## config.mk

```make
export PLATFORM = sky130hd
export DESIGN_NAME = weekly_alarm_next_picker_top_flat
export DESIGN_NICKNAME = d
export VERILOG_FILES = /design/src/sv/wanp_pkg.sv /design/src/sv/wanp_in_if.sv /design/src/sv/wanp_out_if.sv /design/src/sv/weekly_alarm_next_picker_top.sv /design/src/flat_wrapper.sv
export SDC_FILE = /design/constraint.sdc
export NUM_CORES = 1
export LEC_CHECK = 0
export BUFFER_PORTS_ARGS = -buffer_cell sky130_fd_sc_hd__buf_2
export CAP_MARGIN = 20
export CORE_ASPECT_RATIO = 1.5
export CORE_MARGIN = 10
export CORE_UTILIZATION = 62
export DETAILED_ROUTE_END_ITERATION = 7
export PLACE_DENSITY = 0.89
export SYNTH_ARGS = -nofsm -noshare
export SYNTH_HDL_FRONTEND = slang
export SYNTH_SLANG_ARGS = --single-unit
```

## constraint.sdc

```tcl
create_clock -name clk -period 6.92 [get_ports clk]
set_clock_uncertainty 0.05 [all_clocks]
set_input_delay 1.384 -clock clk [delete_from_list [all_inputs] [get_ports clk]]
set_output_delay 1.384 -clock clk [all_outputs]
set_load 0.02 [all_outputs]
```

## src/sv/wanp_pkg.sv

```systemverilog
package wanp_pkg;

  // Table depth used when the top level is not told otherwise.
  localparam int ENTRIES_DEFAULT = 10;

  // Calendar constants.
  localparam int WEEK_MINUTES  = 10080;
  localparam int DAY_MINUTES   = 1440;
  localparam int DAYS_PER_WEEK = 7;

  // Field widths of the request and result channels.
  localparam int ACTION_W  = 2;
  localparam int INDEX_W   = 4;
  localparam int HOUR_W    = 5;
  localparam int MINUTE_W  = 6;
  localparam int DAYS_W    = 7;
  localparam int WEEKDAY_W = 3;
  localparam int STATUS_W  = 2;
  localparam int TOTAL_W   = 4;
  localparam int DELTA_W   = 14;
  localparam int TOD_W     = 11;
  localparam int RAW_W     = 16;

  typedef enum logic [ACTION_W-1:0] {
    ACT_QUERY      = 2'd0,
    ACT_ADD        = 2'd1,
    ACT_DELETE     = 2'd2,
    ACT_SET_ENABLE = 2'd3
  } action_t;

  typedef enum logic [STATUS_W-1:0] {
    STATUS_OK        = 2'd0,
    STATUS_FULL      = 2'd1,
    STATUS_BAD_INDEX = 2'd2
  } status_t;

  // One stored alarm, 20 bits.
  typedef struct packed {
    logic [HOUR_W-1:0]   hour;
    logic [MINUTE_W-1:0] minute;
    logic [DAYS_W-1:0]   repeat_days;
    logic                once;
    logic                enable;
  } slot_t;

  // Minute of the day, hour * 60 + minute, built from shifts.
  function automatic logic [TOD_W-1:0] tod(input logic [HOUR_W-1:0] h,
                                           input logic [MINUTE_W-1:0] m);
    logic [TOD_W-1:0] hx;
    hx = TOD_W'(h);
    return (hx << 6) - (hx << 2) + TOD_W'(m);
  endfunction

  // Minutes in a number of whole days, 0 to 7.
  function automatic logic [DELTA_W-1:0] day_offset(input logic [WEEKDAY_W-1:0] days);
    return DELTA_W'(int'(days) * DAY_MINUTES);
  endfunction

endpackage

```

## src/sv/wanp_in_if.sv

```systemverilog
interface wanp_in_if;
  logic                               valid;
  logic                               ready;
  logic [wanp_pkg::ACTION_W-1:0]      action;
  logic [wanp_pkg::INDEX_W-1:0]       entry_index;
  logic [wanp_pkg::HOUR_W-1:0]        new_hour;
  logic [wanp_pkg::MINUTE_W-1:0]      new_minute;
  logic [wanp_pkg::DAYS_W-1:0]        new_repeat_days;
  logic                               new_once;
  logic                               enable_flag;
  logic [wanp_pkg::WEEKDAY_W-1:0]     now_weekday;
  logic [wanp_pkg::HOUR_W-1:0]        now_hour;
  logic [wanp_pkg::MINUTE_W-1:0]      now_minute;

  modport source (
    output valid, action, entry_index, new_hour, new_minute, new_repeat_days,
           new_once, enable_flag, now_weekday, now_hour, now_minute,
    input  ready
  );

  modport sink (
    input  valid, action, entry_index, new_hour, new_minute, new_repeat_days,
           new_once, enable_flag, now_weekday, now_hour, now_minute,
    output ready
  );
endinterface

```

## src/sv/wanp_out_if.sv

```systemverilog
interface wanp_out_if;
  logic                               valid;
  logic                               ready;
  logic [wanp_pkg::STATUS_W-1:0]      status;
  logic [wanp_pkg::TOTAL_W-1:0]       alarm_total;
  logic                               next_found;
  logic [wanp_pkg::INDEX_W-1:0]       next_index;
  logic [wanp_pkg::WEEKDAY_W-1:0]     next_weekday;
  logic [wanp_pkg::HOUR_W-1:0]        next_hour;
  logic [wanp_pkg::MINUTE_W-1:0]      next_minute;
  logic [wanp_pkg::DELTA_W-1:0]       minutes_until;

  modport source (
    output valid, status, alarm_total, next_found, next_index, next_weekday,
           next_hour, next_minute, minutes_until,
    input  ready
  );

  modport sink (
    input  valid, status, alarm_total, next_found, next_index, next_weekday,
           next_hour, next_minute, minutes_until,
    output ready
  );
endinterface

```

## src/sv/weekly_alarm_next_picker_top.sv

```systemverilog
// Weekly alarm table with a next-alarm picker.
// Requests arrive on in_ch (valid/ready). Each request carries an action
// (query, add, delete, set enable), its operands and the current time.
// Exactly one result leaves on out_ch (valid/ready) for every request: a
// status, the alarm count and the soonest enabled alarm with minutes until.
// in_ch.ready is high only while the sequencer is idle; one request is
// worked on at a time. After the accepting edge the sequencer passes the
// action step, then scans the alarms held after the action: for each one
// it reads the table entry and then evaluates it, through the single table
// read port and the shared due-time unit. The next request is taken in the
// cycle after the load at the earliest. Set enable adds a read-modify-write
// step, and delete adds a read step and a write step for every entry that
// shifts down.
// A finished result waits in the output register; if the receiver stalls
// and the next request finishes too, the sequencer holds until the
// register is free. Reset empties the table (count zero), clears the
// output valid and makes the block ready; the table contents need no
// clearing.
module weekly_alarm_next_picker_top #(
  parameter int ENTRIES = wanp_pkg::ENTRIES_DEFAULT
) (
  input  logic        clk,
  input  logic        rst_n,
  wanp_in_if.sink     in_ch,
  wanp_out_if.source  out_ch
);

  localparam int ADDR_W = (ENTRIES > 1) ? $clog2(ENTRIES) : 1;
  localparam int CNT_W  = $clog2(ENTRIES + 1);
  localparam int CMP_W  = ((CNT_W > wanp_pkg::INDEX_W) ? CNT_W : wanp_pkg::INDEX_W) + 1;
  localparam logic signed [wanp_pkg::RAW_W-1:0] WEEK_S =
    wanp_pkg::RAW_W'(wanp_pkg::WEEK_MINUTES);
  localparam int WEEKDAY_LAST_W = wanp_pkg::WEEKDAY_W;
  localparam logic [WEEKDAY_LAST_W-1:0] SUNDAY_ALIAS = 3'd7;

  typedef enum logic [7:0] {
    S_IDLE    = 8'b0000_0001,
    S_ACT     = 8'b0000_0010,
    S_SET_WR  = 8'b0000_0100,
    S_SH_RD   = 8'b0000_1000,
    S_SH_WR   = 8'b0001_0000,
    S_SC_RD   = 8'b0010_0000,
    S_SC_EVAL = 8'b0100_0000,
    S_DONE    = 8'b1000_0000
  } state_t;

  // Control registers.
  state_t                state_r, state_nxt;
  logic [CNT_W-1:0]      count_r, count_nxt;
  logic [CNT_W-1:0]      ptr_r, ptr_nxt;
  logic                  cand_v_r, cand_v_nxt;
  logic                  best_found_r, best_found_nxt;
  logic                  out_valid_r;

  // Request capture.
  wanp_pkg::action_t                  act_r;
  logic [wanp_pkg::INDEX_W-1:0]       idx_r;
  wanp_pkg::slot_t                    new_slot_r;
  logic [wanp_pkg::WEEKDAY_W-1:0]     wd_r;
  logic [wanp_pkg::HOUR_W-1:0]        now_h_r;
  logic [wanp_pkg::MINUTE_W-1:0]      now_m_r;
  logic [wanp_pkg::TOD_W-1:0]         now_tod_r;

  // Scan datapath.
  wanp_pkg::status_t                  status_r, status_nxt;
  logic [CNT_W-1:0]                   rd_idx_r, rd_idx_nxt;
  logic signed [wanp_pkg::RAW_W-1:0]  cand_raw_r, cand_raw_nxt;
  logic [wanp_pkg::WEEKDAY_W-1:0]     cand_wd_r, cand_wd_nxt;
  logic [wanp_pkg::HOUR_W-1:0]        cand_hour_r, cand_hour_nxt;
  logic [wanp_pkg::MINUTE_W-1:0]      cand_minute_r, cand_minute_nxt;
  logic [CNT_W-1:0]                   best_idx_r, best_idx_nxt;
  logic [wanp_pkg::WEEKDAY_W-1:0]     best_wd_r, best_wd_nxt;
  logic [wanp_pkg::HOUR_W-1:0]        best_hour_r, best_hour_nxt;
  logic [wanp_pkg::MINUTE_W-1:0]      best_minute_r, best_minute_nxt;
  logic [wanp_pkg::DELTA_W-1:0]       best_delta_r, best_delta_nxt;

  // Output register.
  wanp_pkg::status_t                  o_status_r;
  logic [wanp_pkg::TOTAL_W-1:0]       o_total_r;
  logic                               o_found_r;
  logic [wanp_pkg::INDEX_W-1:0]       o_index_r;
  logic [wanp_pkg::WEEKDAY_W-1:0]     o_wd_r;
  logic [wanp_pkg::HOUR_W-1:0]        o_hour_r;
  logic [wanp_pkg::MINUTE_W-1:0]      o_minute_r;
  logic [wanp_pkg::DELTA_W-1:0]       o_delta_r;

  // Table memory and its ports.
  wanp_pkg::slot_t       mem [ENTRIES];
  wanp_pkg::slot_t       rdata_r;
  logic                  mem_we, mem_re;
  logic [ADDR_W-1:0]     mem_waddr, mem_raddr;
  wanp_pkg::slot_t       mem_wdata;

  logic                  in_acc;
  logic                  out_ld;
  logic [CMP_W-1:0]      idx_ext, cnt_ext, ptr_inc;
  logic                  idx_bad;

  // Due-time unit signals.
  logic                               ev_early;
  logic [2*wanp_pkg::DAYS_W-1:0]      ev_dbl;
  logic [wanp_pkg::DAYS_W-1:0]        ev_rot;
  logic [wanp_pkg::WEEKDAY_W-1:0]     ev_days;
  logic                               ev_later;
  logic                               ev_due;
  logic [wanp_pkg::WEEKDAY_W:0]       ev_tsum;
  logic [wanp_pkg::DELTA_W-1:0]       cand_delta;

  assign in_acc  = in_ch.valid && in_ch.ready;
  assign out_ld  = (state_r == S_DONE) && (!out_valid_r || out_ch.ready);
  assign idx_ext = CMP_W'(idx_r);
  assign cnt_ext = CMP_W'(count_r);
  assign ptr_inc = CMP_W'(ptr_r) + CMP_W'(1);
  assign idx_bad = (idx_ext >= cnt_ext);

  assign in_ch.ready = (state_r == S_IDLE);

  // Shared due-time unit: picks the firing day of the entry just read.
  always_comb begin
    ev_early = (now_h_r < rdata_r.hour) ||
               ((now_h_r == rdata_r.hour) && (now_m_r < rdata_r.minute));
    ev_dbl   = {rdata_r.repeat_days, rdata_r.repeat_days};
    ev_rot   = wanp_pkg::DAYS_W'(ev_dbl >> wd_r);
    ev_days  = '0;
    ev_later = 1'b0;
    // Nearest later weekday with its bit set, scanning down so the lowest wins.
    for (int k = wanp_pkg::DAYS_PER_WEEK - 1; k >= 1; k--) begin
      if (ev_rot[k]) begin
        ev_days  = wanp_pkg::WEEKDAY_W'(k);
        ev_later = 1'b1;
      end
    end
    ev_due = 1'b1;
    if (rdata_r.once) begin
      ev_days = ev_early ? wanp_pkg::WEEKDAY_W'(wanp_pkg::DAYS_PER_WEEK)
                         : wanp_pkg::WEEKDAY_W'(1);
    end else if (ev_rot[0] && ev_early) begin
      ev_days = wanp_pkg::WEEKDAY_W'(wanp_pkg::DAYS_PER_WEEK);
    end else if (!ev_later) begin
      // Only today's bit set means today next week; an empty mask never fires.
      ev_days = wanp_pkg::WEEKDAY_W'(wanp_pkg::DAYS_PER_WEEK);
      ev_due  = ev_rot[0];
    end
    ev_tsum = (wanp_pkg::WEEKDAY_W + 1)'(wd_r) + (wanp_pkg::WEEKDAY_W + 1)'(ev_days);
    if (ev_tsum >= (wanp_pkg::WEEKDAY_W + 1)'(wanp_pkg::DAYS_PER_WEEK)) begin
      ev_tsum = ev_tsum - (wanp_pkg::WEEKDAY_W + 1)'(wanp_pkg::DAYS_PER_WEEK);
    end
    cand_wd_nxt     = ev_tsum[wanp_pkg::WEEKDAY_W-1:0];
    cand_hour_nxt   = rdata_r.hour;
    cand_minute_nxt = rdata_r.minute;
    cand_raw_nxt    = $signed(wanp_pkg::RAW_W'(wanp_pkg::day_offset(ev_days)))
                    + $signed(wanp_pkg::RAW_W'(wanp_pkg::tod(rdata_r.hour, rdata_r.minute)))
                    - $signed(wanp_pkg::RAW_W'(now_tod_r));
  end

  // Week wrap of the raw difference, which stays within one week either way.
  always_comb begin
    if (cand_raw_r < 0) begin
      cand_delta = wanp_pkg::DELTA_W'(cand_raw_r + WEEK_S);
    end else if (cand_raw_r >= WEEK_S) begin
      cand_delta = wanp_pkg::DELTA_W'(cand_raw_r - WEEK_S);
    end else begin
      cand_delta = wanp_pkg::DELTA_W'(cand_raw_r);
    end
  end

  // Sequencer.
  always_comb begin
    state_nxt       = state_r;
    count_nxt       = count_r;
    ptr_nxt         = ptr_r;
    cand_v_nxt      = cand_v_r;
    best_found_nxt  = best_found_r;
    status_nxt      = status_r;
    rd_idx_nxt      = rd_idx_r;
    best_idx_nxt    = best_idx_r;
    best_wd_nxt     = best_wd_r;
    best_hour_nxt   = best_hour_r;
    best_minute_nxt = best_minute_r;
    best_delta_nxt  = best_delta_r;
    mem_we          = 1'b0;
    mem_waddr       = count_r[ADDR_W-1:0];
    mem_wdata       = new_slot_r;
    mem_re          = 1'b0;
    mem_raddr       = ptr_r[ADDR_W-1:0];

    case (state_r)
      S_IDLE: begin
        if (in_acc) begin
          state_nxt = S_ACT;
        end
      end

      S_ACT: begin
        status_nxt     = wanp_pkg::STATUS_OK;
        best_found_nxt = 1'b0;
        cand_v_nxt     = 1'b0;
        ptr_nxt        = '0;
        state_nxt      = S_SC_RD;
        case (act_r)
          wanp_pkg::ACT_ADD: begin
            if (count_r >= CNT_W'(ENTRIES)) begin
              status_nxt = wanp_pkg::STATUS_FULL;
            end else begin
              mem_we    = 1'b1;
              mem_waddr = count_r[ADDR_W-1:0];
              mem_wdata = new_slot_r;
              count_nxt = count_r + CNT_W'(1);
            end
          end
          wanp_pkg::ACT_DELETE: begin
            if (idx_bad) begin
              status_nxt = wanp_pkg::STATUS_BAD_INDEX;
            end else if ((idx_ext + CMP_W'(1)) < cnt_ext) begin
              ptr_nxt   = idx_ext[CNT_W-1:0];
              state_nxt = S_SH_RD;
            end else begin
              count_nxt = count_r - CNT_W'(1);
            end
          end
          wanp_pkg::ACT_SET_ENABLE: begin
            if (idx_bad) begin
              status_nxt = wanp_pkg::STATUS_BAD_INDEX;
            end else begin
              mem_re    = 1'b1;
              mem_raddr = idx_ext[ADDR_W-1:0];
              state_nxt = S_SET_WR;
            end
          end
          default: begin
          end
        endcase
      end

      // Write back the entry with its new enable bit.
      S_SET_WR: begin
        mem_we           = 1'b1;
        mem_waddr        = idx_ext[ADDR_W-1:0];
        mem_wdata        = rdata_r;
        mem_wdata.enable = new_slot_r.enable;
        ptr_nxt          = '0;
        state_nxt        = S_SC_RD;
      end

      // Shift-down after a delete: read the entry above, then write it here.
      S_SH_RD: begin
        mem_re    = 1'b1;
        mem_raddr = ptr_inc[ADDR_W-1:0];
        state_nxt = S_SH_WR;
      end

      S_SH_WR: begin
        mem_we    = 1'b1;
        mem_waddr = ptr_r[ADDR_W-1:0];
        mem_wdata = rdata_r;
        if ((ptr_inc + CMP_W'(1)) < cnt_ext) begin
          ptr_nxt   = ptr_inc[CNT_W-1:0];
          state_nxt = S_SH_RD;
        end else begin
          count_nxt = count_r - CNT_W'(1);
          ptr_nxt   = '0;
          state_nxt = S_SC_RD;
        end
      end

      // Fold the last candidate into the best, then read the next entry.
      S_SC_RD: begin
        if (cand_v_r && (!best_found_r || (cand_delta <= best_delta_r))) begin
          best_found_nxt  = 1'b1;
          best_idx_nxt    = rd_idx_r;
          best_wd_nxt     = cand_wd_r;
          best_hour_nxt   = cand_hour_r;
          best_minute_nxt = cand_minute_r;
          best_delta_nxt  = cand_delta;
        end
        cand_v_nxt = 1'b0;
        if (ptr_r < count_r) begin
          mem_re     = 1'b1;
          mem_raddr  = ptr_r[ADDR_W-1:0];
          rd_idx_nxt = ptr_r;
          ptr_nxt    = ptr_r + CNT_W'(1);
          state_nxt  = S_SC_EVAL;
        end else begin
          state_nxt = S_DONE;
        end
      end

      S_SC_EVAL: begin
        cand_v_nxt = rdata_r.enable && ev_due;
        state_nxt  = S_SC_RD;
      end

      S_DONE: begin
        if (out_ld) begin
          state_nxt = S_IDLE;
        end
      end

      default: begin
        state_nxt = S_IDLE;
      end
    endcase
  end

  // Control state.
  always_ff @(posedge clk) begin
    if (!rst_n) begin
      state_r      <= S_IDLE;
      count_r      <= '0;
      ptr_r        <= '0;
      cand_v_r     <= 1'b0;
      best_found_r <= 1'b0;
      out_valid_r  <= 1'b0;
    end else begin
      state_r      <= state_nxt;
      count_r      <= count_nxt;
      ptr_r        <= ptr_nxt;
      cand_v_r     <= cand_v_nxt;
      best_found_r <= best_found_nxt;
      if (out_ld) begin
        out_valid_r <= 1'b1;
      end else if (out_ch.ready) begin
        out_valid_r <= 1'b0;
      end
    end
  end

  // Request capture and datapath registers.
  always_ff @(posedge clk) begin
    if (in_acc) begin
      act_r                  <= wanp_pkg::action_t'(in_ch.action);
      idx_r                  <= in_ch.entry_index;
      new_slot_r.hour        <= in_ch.new_hour;
      new_slot_r.minute      <= in_ch.new_minute;
      new_slot_r.repeat_days <= in_ch.new_repeat_days;
      new_slot_r.once        <= in_ch.new_once;
      new_slot_r.enable      <= in_ch.enable_flag;
      // Weekday seven counts as Sunday.
      wd_r      <= (in_ch.now_weekday == SUNDAY_ALIAS) ? '0 : in_ch.now_weekday;
      now_h_r   <= in_ch.now_hour;
      now_m_r   <= in_ch.now_minute;
      now_tod_r <= wanp_pkg::tod(in_ch.now_hour, in_ch.now_minute);
    end
    status_r      <= status_nxt;
    rd_idx_r      <= rd_idx_nxt;
    best_idx_r    <= best_idx_nxt;
    best_wd_r     <= best_wd_nxt;
    best_hour_r   <= best_hour_nxt;
    best_minute_r <= best_minute_nxt;
    best_delta_r  <= best_delta_nxt;
    if (state_r == S_SC_EVAL) begin
      cand_raw_r    <= cand_raw_nxt;
      cand_wd_r     <= cand_wd_nxt;
      cand_hour_r   <= cand_hour_nxt;
      cand_minute_r <= cand_minute_nxt;
    end
  end

  // Result register; the next-alarm fields are zero when nothing is due.
  always_ff @(posedge clk) begin
    if (out_ld) begin
      o_status_r <= status_r;
      o_total_r  <= wanp_pkg::TOTAL_W'(count_r);
      o_found_r  <= best_found_r;
      o_index_r  <= best_found_r ? wanp_pkg::INDEX_W'(best_idx_r) : '0;
      o_wd_r     <= best_found_r ? best_wd_r : '0;
      o_hour_r   <= best_found_r ? best_hour_r : '0;
      o_minute_r <= best_found_r ? best_minute_r : '0;
      o_delta_r  <= best_found_r ? best_delta_r : '0;
    end
  end

  // Alarm table: one write port, one registered read port.
  always_ff @(posedge clk) begin
    if (mem_we) begin
      mem[mem_waddr] <= mem_wdata;
    end
    if (mem_re) begin
      rdata_r <= mem[mem_raddr];
    end
  end

  assign out_ch.valid         = out_valid_r;
  assign out_ch.status        = o_status_r;
  assign out_ch.alarm_total   = o_total_r;
  assign out_ch.next_found    = o_found_r;
  assign out_ch.next_index    = o_index_r;
  assign out_ch.next_weekday  = o_wd_r;
  assign out_ch.next_hour     = o_hour_r;
  assign out_ch.next_minute   = o_minute_r;
  assign out_ch.minutes_until = o_delta_r;

  // The table never holds more alarms than it has entries.
  assert property (@(posedge clk) disable iff (!rst_n)
    count_r <= CNT_W'(ENTRIES))
    else $error("alarm count above table depth");

  // One request changes the count by at most one, and only in one step.
  assert property (@(posedge clk) disable iff (!rst_n)
    (count_r == $past(count_r)) || (count_r == $past(count_r) + CNT_W'(1)) ||
    (count_r + CNT_W'(1) == $past(count_r)))
    else $error("alarm count jumped");

  // During the scan the best candidate points at a held entry.
  assert property (@(posedge clk) disable iff (!rst_n)
    ((state_r == S_SC_RD) || (state_r == S_SC_EVAL)) && best_found_r
      |-> (best_idx_r < count_r))
    else $error("best index outside the table");

  // An accepted request starts the action step next.
  assert property (@(posedge clk) disable iff (!rst_n)
    in_acc |=> (state_r == S_ACT))
    else $error("accepted request did not start");

  // A finished request always shows up as a valid result.
  assert property (@(posedge clk) disable iff (!rst_n)
    out_ld |=> (out_ch.valid && (state_r == S_IDLE)))
    else $error("finished result not presented");

endmodule

```

## src/flat_wrapper.sv

```systemverilog
// flat-port wrapper written by rule: the top's interface ports become plain ports
module weekly_alarm_next_picker_top_flat 
#(
  parameter int ENTRIES = wanp_pkg::ENTRIES_DEFAULT
)
  (clk, rst_n, in_ch_valid, in_ch_action, in_ch_entry_index, in_ch_new_hour, in_ch_new_minute, in_ch_new_repeat_days, in_ch_new_once, in_ch_enable_flag, in_ch_now_weekday, in_ch_now_hour, in_ch_now_minute, in_ch_ready, out_ch_valid, out_ch_status, out_ch_alarm_total, out_ch_next_found, out_ch_next_index, out_ch_next_weekday, out_ch_next_hour, out_ch_next_minute, out_ch_minutes_until, out_ch_ready);
  wanp_in_if in_ch_i ();
  wanp_out_if out_ch_i ();
  input  logic clk;
  input  logic rst_n;
  input wire logic [$bits(in_ch_i.valid)-1:0] in_ch_valid;
  input wire logic [$bits(in_ch_i.action)-1:0] in_ch_action;
  input wire logic [$bits(in_ch_i.entry_index)-1:0] in_ch_entry_index;
  input wire logic [$bits(in_ch_i.new_hour)-1:0] in_ch_new_hour;
  input wire logic [$bits(in_ch_i.new_minute)-1:0] in_ch_new_minute;
  input wire logic [$bits(in_ch_i.new_repeat_days)-1:0] in_ch_new_repeat_days;
  input wire logic [$bits(in_ch_i.new_once)-1:0] in_ch_new_once;
  input wire logic [$bits(in_ch_i.enable_flag)-1:0] in_ch_enable_flag;
  input wire logic [$bits(in_ch_i.now_weekday)-1:0] in_ch_now_weekday;
  input wire logic [$bits(in_ch_i.now_hour)-1:0] in_ch_now_hour;
  input wire logic [$bits(in_ch_i.now_minute)-1:0] in_ch_now_minute;
  output wire logic [$bits(in_ch_i.ready)-1:0] in_ch_ready;
  output wire logic [$bits(out_ch_i.valid)-1:0] out_ch_valid;
  output wire logic [$bits(out_ch_i.status)-1:0] out_ch_status;
  output wire logic [$bits(out_ch_i.alarm_total)-1:0] out_ch_alarm_total;
  output wire logic [$bits(out_ch_i.next_found)-1:0] out_ch_next_found;
  output wire logic [$bits(out_ch_i.next_index)-1:0] out_ch_next_index;
  output wire logic [$bits(out_ch_i.next_weekday)-1:0] out_ch_next_weekday;
  output wire logic [$bits(out_ch_i.next_hour)-1:0] out_ch_next_hour;
  output wire logic [$bits(out_ch_i.next_minute)-1:0] out_ch_next_minute;
  output wire logic [$bits(out_ch_i.minutes_until)-1:0] out_ch_minutes_until;
  input wire logic [$bits(out_ch_i.ready)-1:0] out_ch_ready;
  assign in_ch_i.valid = in_ch_valid;
  assign in_ch_i.action = in_ch_action;
  assign in_ch_i.entry_index = in_ch_entry_index;
  assign in_ch_i.new_hour = in_ch_new_hour;
  assign in_ch_i.new_minute = in_ch_new_minute;
  assign in_ch_i.new_repeat_days = in_ch_new_repeat_days;
  assign in_ch_i.new_once = in_ch_new_once;
  assign in_ch_i.enable_flag = in_ch_enable_flag;
  assign in_ch_i.now_weekday = in_ch_now_weekday;
  assign in_ch_i.now_hour = in_ch_now_hour;
  assign in_ch_i.now_minute = in_ch_now_minute;
  assign in_ch_ready = in_ch_i.ready;
  assign out_ch_valid = out_ch_i.valid;
  assign out_ch_status = out_ch_i.status;
  assign out_ch_alarm_total = out_ch_i.alarm_total;
  assign out_ch_next_found = out_ch_i.next_found;
  assign out_ch_next_index = out_ch_i.next_index;
  assign out_ch_next_weekday = out_ch_i.next_weekday;
  assign out_ch_next_hour = out_ch_i.next_hour;
  assign out_ch_next_minute = out_ch_i.next_minute;
  assign out_ch_minutes_until = out_ch_i.minutes_until;
  assign out_ch_i.ready = out_ch_ready;
  weekly_alarm_next_picker_top #(.ENTRIES(ENTRIES)) u_core (.clk(clk), .rst_n(rst_n), .in_ch(in_ch_i), .out_ch(out_ch_i));
endmodule
```

==> impl_metrics.env <==
export IMPL_powerDensity_nw_per_um2=264
export IMPL_clk_insertion_delay_late_ns=0.53
export IMPL_grt_first_pass_wirelength_mm=64.2
export IMPL_timing_slew_headroom_pct=24.4
export IMPL_period_share_pct=82.8
export IMPL_dr_first_iter_drc_count=1268
export IMPL_cap_violations=0
export IMPL_synth_seq_area_share_pct=63.4
export IMPL_fp_dieW_um=161
export IMPL_r2r_cells=24
export IMPL_synthCells=1419
export IMPL_core_area_um2=29400
export IMPL_grt_overflow=0
export IMPL_dieArea_um2=37100
export IMPL_synth_common_cells="edfxtp_1, nand2_1, ha_1"
export IMPL_start_util_pct=62.6
export IMPL_synth_seq_cells=395
export IMPL_synth_fp_nets=1553
export IMPL_drive_gt1_share_pct=13.6
export IMPL_hold_depth=0
export IMPL_slew_viol_final=0
export IMPL_synthTopCellsByArea="edfxtp_1, ha_1, nand2_1, mux2i_1, dfxtp_1"
export IMPL_slowest_delay_ns=0.55
export IMPL_worst_hold_slack_ns=0.369
export IMPL_synth_top_area_share_pct=61.4
export IMPL_cp_slowest_cell="a31oi_1"
export IMPL_async_reset_ff_share_pct=0
export IMPL_gp_congestion=0.905
export IMPL_critPathBufInv=3
export IMPL_fp_dieH_um=231
export IMPL_wl_per_cell_um=21.1
export IMPL_avgSynthCellArea_um2=13.0
export IMPL_synthMostInstantiatedCell="edfxtp_1"
export IMPL_tns_ns=0
export IMPL_cts_buffer_depth=3
export IMPL_hold_path_class="reg -> reg"
export IMPL_ctsHoldBuffers=0
export IMPL_area_growth_synth_to_final_pct=11.4
export IMPL_cp_depth=24
export IMPL_synth_warnings=0
export IMPL_fmaxAchievable_mhz=175
export IMPL_crit_type="reg -> reg"
export IMPL_path_max_fanout=5
export IMPL_ys_flop_type="edfxtp_1"
export IMPL_synth_edf_count=376
export IMPL_antenna_found_initial=1
export IMPL_rsz0062_at_grt="no"
export IMPL_nNetsFinal=1653
export IMPL_ant_nets=0
export IMPL_post_synth_top_area_cell="edfxtp_1"
export IMPL_place_area_um2=19300
export IMPL_wl_mm=41.1
export IMPL_peakVddDrop_mv=0.243
export IMPL_cts_setup_buffers=0
export IMPL_num_rows=77
export IMPL_cts_root_buf="clkbuf_16"
export IMPL_drc=0
export IMPL_crit_path_end_kind="register"
export IMPL_numPortBuffers=84
export IMPL_ctsHtreeMaxLevel=2
export IMPL_period_minus_slack_ns=5.73
export IMPL_path_cells="inv_1, ha_1, nor2b_1, o211ai_1, a21o_1, a31oi_1, nand2_1, nand2_1, nand4_1, ha_1, ha_1, inv_1, fa_1, inv_1, ha_1, o21a_1, nor2_1, xnor2_1, ha_1, nand4_1, a21oi_1, a2111o_1, or3b_1, xnor2_1"
export IMPL_cp_required_ns=7.15
export IMPL_startpoint_type="register"
export IMPL_via_count=12000
export IMPL_grt_total_usage_pct=21.7
export IMPL_ctsResizeCount=0
export IMPL_cts_tree="done"
export IMPL_cts_sinks=395
export IMPL_via_per_inst=6.18
export IMPL_synth_cell_types=78
export IMPL_path_delay_family="adder cells"
export IMPL_cts_made_buffers=36
export IMPL_outcome="completed"
export IMPL_clk_pin_slew_worst_paths_ns=0.06
export IMPL_hold_viol=0
export IMPL_grt_max_degree=81
export IMPL_setup_viol=0
export IMPL_grt_pass1_vias=12200
export IMPL_crit_top_cell="ha_1"
export IMPL_worst_slew_pin_slew_ns=1.13
export IMPL_critPathArrivalTime_ns=5.96
export IMPL_syn_area_um2=18400
export IMPL_leakage_nw=7.55
export IMPL_dr_pass1_iters=5
export IMPL_final_area_um2=20500
export IMPL_dp_final_hpwl_mm=26.9
export IMPL_io_pins=85
-- report_power, final --
part	leakage (nW)	internal, mW	switching [mW]
combinational	3.52	0.322	0.425
clock	0.554	1.10	0.845
sequential	3.48	2.69	0.0281
-- registers in the layout, indices dropped and copies added, names as in the netlist, 5 cells and up --
signal and flops:
u_core.best_delta_r 14, u_core.best_hour_r 5, u_core.best_minute_r 6, u_core.cand_hour_nxt 5
u_core.cand_hour_r 5, u_core.cand_minute_nxt 6, u_core.cand_minute_r 6, u_core.cand_raw_r 16
u_core.ev_dbl 7, u_core.mem 200, u_core.new_slot_r 20, u_core.now_h_r 5
u_core.now_tod_r 11, u_core.out_ch.minutes_until 14, u_core.out_ch.next_hour 5, u_core.out_ch.next_minute 6
u_core.state_r 8
-- path summary, 6_finish.rpt --
| path | startpoint | end | slack, ns |
|---|---|---|---|
| max | u_core.cand_minute_nxt[1] | u_core.cand_raw_r[13] | 1.19 |
| min | u_core.cand_minute_r[3] | u_core.best_minute_r[3] | 0.37 |
| max reg2reg | u_core.cand_minute_nxt[1] | u_core.cand_raw_r[13] | 1.19 |
| min reg2reg | u_core.cand_minute_r[3] | u_core.best_minute_r[3] | 0.37 |
-- layer usage --
| metal | GRT usage, % | routed length [um] | part of all wire [%] |
|---|---|---|---|
| met3 | 3.63 | 3310 | 8.0 |
| met4 | 11.5 | 2020 | 4.9 |
| met2 | 38.1 | 21100 | 51 |
| met1 | 24.8 | 14700 | 36 |
| met5 | 0 | 0 | 0 |
-- logic make-up after synthesis --
kind of cell / after synthesis / synth area share [%]
AO/OA/AOI/OAI: 253 / 10.3
AND/OR/NAND/NOR: 455 / 11.9
buffers and inverters: 127 / 2.82
XOR/XNOR: 45 / 2.14
adder cells (fa/ha/maj): 90 / 6.28
multiplexers: 54 / 3.12
flip-flops: 395 / 63.4
-- final cells by class --
class / count / area, um2
Antenna cell: 2 / 5.00
Clock buffer: 45 / 956
Clock inverter: 20 / 186
Fill cell: 1843 / 8880
Inverter: 79 / 297
Multi-Input combinational cell: 897 / 6260
Sequential cell: 395 / 11700
Tap cell: 395 / 494
Timing Repair Buffer: 110 / 632
-- stage by stage --
stage	worst slack, ns	util, %	cells	total power, mW
detailed placement	1.22	65.6	1868	3.50
global route	0.892	69.8	1942	5.61
global placement	1.46	65.6	1868	3.46
CTS	1.16	69.5	1933	5.42
finish	1.19	69.8	1943	5.41
floorplan	1.87	-	1419	3.34
-- cell usage in the layout (no fill, tap or decap), drive strengths merged, types with 7 or more instances in the layout --
| cell type | n |
|---|---|
| nand3 | 48 |
| inv | 82 |
| o21a | 15 |
| o21ai | 50 |
| ha | 86 |
| a21boi | 10 |
| a31oi | 10 |
| and2 | 40 |
| nor2b | 20 |
| xor2 | 11 |
| clkbuf | 51 |
| a21oi | 56 |
| nand4b | 8 |
| buf | 104 |
| nor3 | 18 |
| clkinv | 13 |
| a211oi | 22 |
| nor2 | 55 |
| a21o | 18 |
| nor4 | 7 |
| nand2b | 21 |
| mux2i | 49 |
| nand2 | 206 |
| edfxtp | 376 |
| dfxtp | 19 |
| xnor2 | 34 |
| a32o | 20 |
-- worst reg2reg max path, delay by kind of cell, from the launching register on --
family | cells | cell delay, ns
compound gates | 6 | 1.41
xor+xnor | 2 | 0.27
fa+ha+maj | 6 | 1.91
buf+inv | 3 | 0.21
flops | 1 | 0.37
simple gates | 7 | 1.25
Note: power is estimated with default switching activity, not from simulation.
